**src/rtl/bma_pkg.sv**
```systemverilog
// Shared types and constants of the buddy memory allocator.
// No dependencies.
package bma_pkg;

    localparam int DEF_TOTAL_UNITS = 1024;
    localparam int DEF_OWNER_COUNT = 1024;
    localparam int REQ_W           = 11;
    localparam int OWNER_W         = 10;
    localparam int STATUS_W        = 2;
    localparam int CEIL_W          = REQ_W + 1;

    typedef enum logic [1:0] {
        NS_ABSENT = 2'd0,
        NS_FREE   = 2'd1,
        NS_USED   = 2'd2,
        NS_SPLIT  = 2'd3
    } t_node_st;

    typedef enum logic [STATUS_W-1:0] {
        RES_OK       = 2'd0,
        RES_NOSPACE  = 2'd1,
        RES_NOTFOUND = 2'd2
    } t_result;

    typedef enum logic [2:0] {
        NAV_HOLD = 3'd0,
        NAV_ROOT = 3'd1,
        NAV_DESC = 3'd2,
        NAV_SIB  = 3'd3,
        NAV_UP   = 3'd4,
        NAV_TOP  = 3'd5
    } t_nav;

    typedef enum logic [1:0] {
        WS_NODE  = 2'd0,
        WS_PREV  = 2'd1,
        WS_LEFT  = 2'd2,
        WS_RIGHT = 2'd3
    } t_wsel;

    typedef struct packed {
        logic     load;
        logic     clr;
        t_nav     nav;
        logic     st_we;
        t_node_st st_wd;
        t_wsel    wsel;
        logic     own_we;
        logic     mark_top;
    } t_dp_cmd;

    typedef struct packed {
        t_node_st st;
        logic     size_eq_c;
        logic     size_lt_r;
        logic     can_split;
        logic     own_match;
        logic     is_root;
        logic     is_left;
        logic     kind;
        logic     who_ok;
        logic     clr_last;
    } t_dp_stat;

endpackage

```
**src/rtl/bma_ctrl.sv**
```systemverilog
// Allocator controller: sequences searches, splits, frees and merges.
// Depends on bma_pkg; drives bma_dp through t_dp_cmd.
module bma_ctrl
    import bma_pkg::*;
(
    input  logic                i_clk,
    input  logic                i_rst_n,
    input  logic                start,
    output logic                busy,
    output logic                o_done,
    output logic [STATUS_W-1:0] o_status,
    output t_dp_cmd             o_cmd,
    input  t_dp_stat            i_stat
);
    typedef enum logic [12:0] {
        S_CLR  = 13'b0000000000001,
        S_IDLE = 13'b0000000000010,
        S_PRE  = 13'b0000000000100,
        S_RD   = 13'b0000000001000,
        S_EV   = 13'b0000000010000,
        S_ADV  = 13'b0000000100000,
        S_SPL1 = 13'b0000001000000,
        S_SPL2 = 13'b0000010000000,
        S_MRET = 13'b0000100000000,
        S_MCHK = 13'b0001000000000,
        S_MWL  = 13'b0010000000000,
        S_MWP  = 13'b0100000000000,
        S_DONE = 13'b1000000000000
    } t_state;

    typedef enum logic [2:0] {
        M_EXACT, M_PLACE, M_OWNER, M_MERGE, M_MERGE_L, M_MERGE_R
    } t_mode;

    t_state  r_state, n_state;
    t_mode   r_mode, n_mode;
    logic    r_fresh, n_fresh;
    logic    r_lfree, n_lfree;
    t_result r_res, n_res;

    always_ff @(posedge i_clk) begin
        if (!i_rst_n) begin
            r_state <= S_CLR;
            r_mode  <= M_EXACT;
            r_fresh <= 1'b0;
            r_lfree <= 1'b0;
            r_res   <= RES_OK;
        end else begin
            r_state <= n_state;
            r_mode  <= n_mode;
            r_fresh <= n_fresh;
            r_lfree <= n_lfree;
            r_res   <= n_res;
        end
    end

    always_comb begin
        n_state = r_state;
        n_mode  = r_mode;
        n_fresh = r_fresh;
        n_lfree = r_lfree;
        n_res   = r_res;
        o_cmd   = '{load: 1'b0, clr: 1'b0, nav: NAV_HOLD, st_we: 1'b0, st_wd: NS_ABSENT,
                    wsel: WS_NODE, own_we: 1'b0, mark_top: 1'b0};
        case (r_state)
            S_CLR: begin
                o_cmd.clr = 1'b1;
                if (i_stat.clr_last) begin
                    n_state = S_IDLE;
                end
            end
            S_IDLE: begin
                if (start) begin
                    o_cmd.load = 1'b1;
                    n_fresh    = 1'b0;
                    n_state    = S_PRE;
                end
            end
            S_PRE: begin
                if (!i_stat.who_ok) begin
                    n_res   = i_stat.kind ? RES_NOTFOUND : RES_NOSPACE;
                    n_state = S_DONE;
                end else begin
                    n_mode  = i_stat.kind ? M_OWNER : M_EXACT;
                    n_state = S_RD;
                end
            end
            S_RD: begin
                n_state = S_EV;
            end
            S_EV: begin
                case (r_mode)
                    M_EXACT: begin
                        if (i_stat.st == NS_FREE && i_stat.size_eq_c) begin
                            o_cmd.st_we  = 1'b1;
                            o_cmd.st_wd  = NS_USED;
                            o_cmd.own_we = 1'b1;
                            n_res        = RES_OK;
                            n_state      = S_DONE;
                        end else if (i_stat.st == NS_SPLIT) begin
                            o_cmd.nav = NAV_DESC;
                            n_state   = S_RD;
                        end else begin
                            n_state = S_ADV;
                        end
                    end
                    M_PLACE: begin
                        if (i_stat.st == NS_SPLIT && !i_stat.size_lt_r) begin
                            o_cmd.nav = NAV_DESC;
                            n_state   = S_RD;
                        end else if (i_stat.st == NS_FREE && !i_stat.size_lt_r
                                     && i_stat.size_eq_c) begin
                            o_cmd.st_we  = 1'b1;
                            o_cmd.st_wd  = NS_USED;
                            o_cmd.own_we = 1'b1;
                            n_res        = RES_OK;
                            n_state      = S_DONE;
                        end else if (i_stat.st == NS_FREE && !i_stat.size_lt_r
                                     && i_stat.can_split) begin
                            o_cmd.st_we    = 1'b1;
                            o_cmd.st_wd    = NS_SPLIT;
                            o_cmd.mark_top = !r_fresh;
                            n_state        = S_SPL1;
                        end else begin
                            // a failed fresh split abandons its whole subtree
                            if (r_fresh) begin
                                o_cmd.nav = NAV_TOP;
                            end
                            n_fresh = 1'b0;
                            n_state = S_ADV;
                        end
                    end
                    M_OWNER: begin
                        if (i_stat.st == NS_USED && i_stat.own_match) begin
                            o_cmd.st_we = 1'b1;
                            o_cmd.st_wd = NS_FREE;
                            o_cmd.nav   = NAV_ROOT;
                            n_mode      = M_MERGE;
                            n_state     = S_RD;
                        end else if (i_stat.st == NS_SPLIT) begin
                            o_cmd.nav = NAV_DESC;
                            n_state   = S_RD;
                        end else begin
                            n_state = S_ADV;
                        end
                    end
                    M_MERGE: begin
                        if (i_stat.st == NS_SPLIT) begin
                            o_cmd.nav = NAV_DESC;
                            n_state   = S_RD;
                        end else begin
                            n_state = S_MRET;
                        end
                    end
                    M_MERGE_L: begin
                        n_lfree   = (i_stat.st == NS_FREE);
                        o_cmd.nav = NAV_SIB;
                        n_mode    = M_MERGE_R;
                        n_state   = S_RD;
                    end
                    M_MERGE_R: begin
                        n_mode = M_MERGE;
                        if (r_lfree && i_stat.st == NS_FREE) begin
                            o_cmd.st_we = 1'b1;
                            o_cmd.st_wd = NS_ABSENT;
                            n_state     = S_MWL;
                        end else begin
                            o_cmd.nav = NAV_UP;
                            n_state   = S_MRET;
                        end
                    end
                    default: begin
                        n_state = S_IDLE;
                    end
                endcase
            end
            S_ADV: begin
                if (i_stat.is_root) begin
                    case (r_mode)
                        M_EXACT: begin
                            o_cmd.nav = NAV_ROOT;
                            n_mode    = M_PLACE;
                            n_fresh   = 1'b0;
                            n_state   = S_RD;
                        end
                        M_PLACE: begin
                            n_res   = RES_NOSPACE;
                            n_state = S_DONE;
                        end
                        default: begin
                            n_res   = RES_NOTFOUND;
                            n_state = S_DONE;
                        end
                    endcase
                end else if (i_stat.is_left) begin
                    o_cmd.nav = NAV_SIB;
                    n_state   = S_RD;
                end else begin
                    o_cmd.nav = NAV_UP;
                end
            end
            S_SPL1: begin
                o_cmd.st_we = 1'b1;
                o_cmd.st_wd = NS_FREE;
                o_cmd.wsel  = WS_LEFT;
                n_state     = S_SPL2;
            end
            S_SPL2: begin
                o_cmd.st_we = 1'b1;
                o_cmd.st_wd = NS_FREE;
                o_cmd.wsel  = WS_RIGHT;
                o_cmd.nav   = NAV_DESC;
                n_fresh     = 1'b1;
                n_state     = S_RD;
            end
            S_MRET: begin
                if (i_stat.is_root) begin
                    n_res   = RES_OK;
                    n_state = S_DONE;
                end else if (i_stat.is_left) begin
                    o_cmd.nav = NAV_SIB;
                    n_mode    = M_MERGE;
                    n_state   = S_RD;
                end else begin
                    o_cmd.nav = NAV_UP;
                    n_state   = S_MCHK;
                end
            end
            S_MCHK: begin
                o_cmd.nav = NAV_DESC;
                n_mode    = M_MERGE_L;
                n_state   = S_RD;
            end
            S_MWL: begin
                o_cmd.st_we = 1'b1;
                o_cmd.st_wd = NS_ABSENT;
                o_cmd.wsel  = WS_PREV;
                o_cmd.nav   = NAV_UP;
                n_state     = S_MWP;
            end
            S_MWP: begin
                o_cmd.st_we = 1'b1;
                o_cmd.st_wd = NS_FREE;
                n_state     = S_MRET;
            end
            S_DONE: begin
                n_state = S_IDLE;
            end
            default: begin
                n_state = S_IDLE;
            end
        endcase
    end

    assign busy     = (r_state != S_IDLE);
    assign o_done   = (r_state == S_DONE);
    assign o_status = r_res;

    a_accept_busy: assert property (@(posedge i_clk) disable iff (!i_rst_n)
        (start && !busy) |=> busy)
        else $error("accepted transfer did not raise busy");
    a_done_once: assert property (@(posedge i_clk) disable iff (!i_rst_n)
        o_done |=> !o_done && !busy)
        else $error("result strobe not single or not followed by idle");
    a_status_code: assert property (@(posedge i_clk) disable iff (!i_rst_n)
        o_done |-> (o_status == RES_OK || o_status == RES_NOSPACE
                    || o_status == RES_NOTFOUND))
        else $error("bad status code");
    a_fresh_place: assert property (@(posedge i_clk) disable iff (!i_rst_n)
        r_fresh |-> r_mode == M_PLACE)
        else $error("fresh split flag outside placement");
endmodule

```
**config.mk**
```make
export PLATFORM = sky130hd
export DESIGN_NAME = bma_ctrl
export DESIGN_NICKNAME = d
export VERILOG_FILES = /design/src/rtl/bma_pkg.sv /design/src/rtl/bma_ctrl.sv
export SDC_FILE = /design/constraint.sdc
export NUM_CORES = 1
export LEC_CHECK = 0
export BUFFER_PORTS_ARGS = -buffer_cell sky130_fd_sc_hd__buf_2
export CAP_MARGIN = 0
export CORE_ASPECT_RATIO = 1.5
export CORE_MARGIN = 10
export CORE_UTILIZATION = 45
export DETAILED_ROUTE_END_ITERATION = 6
export GPL_ROUTABILITY_DRIVEN = 0
export PLACE_DENSITY = 0.67
export SLEW_MARGIN = 10
export SYNTH_ARGS = -nofsm -noshare
export SYNTH_HDL_FRONTEND = slang
export SYNTH_SLANG_ARGS = --single-unit
```
**constraint.sdc**
```tcl
create_clock -name i_clk -period 3.1 [get_ports i_clk]
set_input_delay 0.93 -clock i_clk [delete_from_list [all_inputs] [get_ports i_clk]]
set_output_delay 0.93 -clock i_clk [all_outputs]
set_load 0.01 [all_outputs]
```
==> summary.txt <==
CTS
  – TritonCTS Buffers: 3
  – Skew-Pair Late Insertion Delay: 0.26 ns
  – Sink Count: 20
  – Hold Buf Count CTS: 0
  – H-tree levels: 1
  – CTS tree: built
  – Root Driver: clkbuf_8
  – Clock Path Buffers: 2
  – Worst-path clk slew: approximately 0.07 ns

Cells and area
  – Area Growth Syn to Fin: 23.52%
  – Nets: 282
  – Antenna diode count: 0
  – Final instance area: 0.002004 mm2
  – Share of cells above drive strength 1: 26.22%

Synth
  – Mapped Cells: 226
  – Share of the synthesized area in the top cell type: 24.67%
  – Register area share after synthesis: around 25%
  – Syn nets: 240
  – Synth Register Bits: 20
  – Yosys top cell by area: dfxtp_1
  – Top post-synthesis cells by area: dfxtp_1 25%, nor2_1 5.8%, nand2_1 5.1%, nor3_1 4.6%, a21oi_1 3.7%
  – Synth Cell Area: 0.001623 mm2
  – Syn_area_per_cell: around 7 um2
  – Post-synth cell types: 54
  – Synth warn: 0
  – Asr flop ratio synth: 0%
  – Post-synth EDFFs: 0
  – Most used DFF post-synth: dfxtp_1

Detailed routing
  – Post-Route WL: 5365 um
  – DR vias: around 1900
  – Via density: 5.987
  – Post-route DRC: 0
  – Pre-antenna DRT Iters: 4
  – Initial drt markers: 141
  – Drt wl/cell: 17.36 um
  – Antenna Nets Post-Route: 0

GRT
  – GRT Residual Overflow: 0
  – Initial antenna violation count: 0
  – Vias in the first global route: 1816
  – First-pass GRT wire length: 8556 um
  – Largest net degree at the start of global routing: 16
  – Gr usage total: 15.60%

Min path
  – WHS Path Cells: 2
  – Min-delay worst type: reg -> reg

Worst setup path
  – Worst setup EP type: output port
  – Worst setup path class: reg -> out
  – Worst Path Max Fanout: 7
  – Critical path launch point type: register
  – Worst R2R Path Depth: 6
  – Largest stage delay, worst path: 0.41 ns
  – Slowest-stage cell, CP: dfxtp_1
  – Critical path data required time: 2.17 ns
  – CP Cell Sequence: nor4_1 > nand3_1 > nor3_1 > a21oi_1 > a21oi_2 > o21bai_1 > buf_2
  – Crit path DAT: 2.12 ns

Floorplanning
  – Die area: 0.006458 mm2
  – Io pins: 30
  – Core area: 0.003448 mm2
  – Die height: between 90 and 100 um
  – Row cnt: 26
  – DIE WIDTH: slightly below 70 um
  – Starting density of the core: a little under half

Power and ir drop
  – PD cells: 276.6 mW/mm2
  – Leakage: 0.0008810 uW
  – Worst VDD drop: between 0.00015 and 0.0002 V

Timing
  – Max Slew Vio Count: 0
  – Period utilisation layout: 98.47%
  – Setup violations, final: 0
  – Slew @ Worst Pin: slightly below 0.7 ns
  – Rel. slew slack: 53.85%
  – Min Tclk post-route: about 3 ns
  – Fmax: between 300 and 400 MHz
  – Worst Slack Setup Final: 0.04754 ns
  – Final Hold Fails: 0
  – RSZ-0062 raised after global routing: yes
  – Post-route clock skew: 0.003523 ns

Placement
  – Post-Place Setup Slack: 0.1309 ns
  – IO buf count: 29
  – Placed instance area: 0.001867 mm2
  – Detailed placement HPWL: 4189 um

Job
  – Total of max-cap violations: 0

Outcome
  – Status: finished clean
through the flow:
stage          hold slack (ns)  utilization (%)  cells   TNS [ns]  total power (uW)
2_1_floorplan           0.4592                -    226          0             312.4
3_3_place_gp            0.4454            54.14    301          0             343.0
3_5_place_dp            0.4524            54.14    301          0             344.0
4_1_cts                 0.4625            56.39    308  -0.004024             546.8
5_1_grt                 0.4924            58.13    309    -0.1510             569.6
6_report                0.4584            58.13    309          0             554.5
registers in the layout (all words and copies together), names as in the netlist:
name      flops
r_lfree       1
o_status      2
r_mode        3
r_state      13
r_fresh       1
power by group:
| part | switching, uW | leakage, uW | internal (uW) |
|---|---|---|---|
| Sequential | 6.24 | 0.000163 | 260 |
| Combinational | 45.5 | 0.000689 | 37.5 |
| Clock | 92.0 | 0.0000288 | 113 |
| Total | 144 | 0.000881 | 411 |
cell usage after synthesis, types with 2 or more instances:
cell and count:
nand3_1 12, nor2b_1 8, o41ai_1 2, or2_2 2
or4_1 3, buf_2 2, nand2_1 22, o21a_1 2
nor4b_1 2, a21o_1 2, buf_4 2, nor4_1 7
nand4_1 6, and4_1 3, inv_1 6, xor2_1 2
a32o_1 2, a211o_1 2, nand3b_1 3, nand2b_1 4
xnor2_1 5, o21ai_1 2, clkbuf_1 5, a31oi_1 3
nor2_1 25, nor3_1 15, o21ai_0 12, or3_1 3
and2_1 4, dfxtp_1 20, a21oi_1 12, nor3b_1 4
cells by family after synthesis:
kind of cell / count (synthesis) / synth area share (%)
AO/OA/AOI/OAI: 49 / 19.51
XOR/XNOR: 7 / 3.778
AND/OR/NAND/NOR: 131 / 45.49
multiplexers: 1 / 0.6168
buffers and inverters: 18 / 5.936
flip-flops: 20 / 24.67
timing repair:
item,CTS,global route
endpoints found under the setup margin,4,5
pin swaps,1,0
buffers inserted,3,1
gates resized for setup,0,12
gates cloned,0,0
critical path: cells and delay by family, from the launching register on:
kind | cells | cell delay, ns
AND/OR/NAND/NOR | 3 | 0.88
flip-flops | 1 | 0.41
buffers and inverters | 1 | 0.15
AO/OA/AOI/OAI | 3 | 0.41
final cells by class:
class | instances | area (um2)
clock buffer | 4 | 55.05
fill | 359 | 1444
inverter | 6 | 22.52
multi-input combinational | 188 | 1174
sequential | 20 | 405.4
tap | 42 | 52.55
timing repair buffer | 49 | 295.3
final timing paths:
check	from	to	slack, ns
setup / recovery	r_state[10]$_SDFFE_PN0P_	o_cmd[7]	0.05
hold / removal	o_status[1]$_SDFFE_PN0P_	o_status[1]$_SDFFE_PN0P_	0.46
setup reg to reg	r_state[6]$_SDFFE_PN0P_	o_status[0]$_SDFFE_PN0P_	0.60
hold reg to reg	o_status[1]$_SDFFE_PN0P_	o_status[1]$_SDFFE_PN0P_	0.46
routing by layer:
metal  GRT usage (%)  part of all wire [%]
met1           16.98                    43
met3           1.905                   3.4
met2           27.68                    50
met5               0                     0
met4           10.27                   4.0
cell usage in the layout (no fill, tap or decap), drive strengths merged, types with 3 or more instances in the layout:
cell    instances
inv             6
xnor2           5
nor4b           3
a21oi          12
o21ai          14
nor3b           4
nand3b          3
or3             3
nand2          22
clkbuf          4
buf            49
nor3           16
nor2b           8
nand2b          4
or2             3
and4            3
a31oi           3
and2            4
nor4            9
nor2           25
dfxtp          20
nand3          13
nand4           6
or4             3
Power figures use the tool's default switching activity.
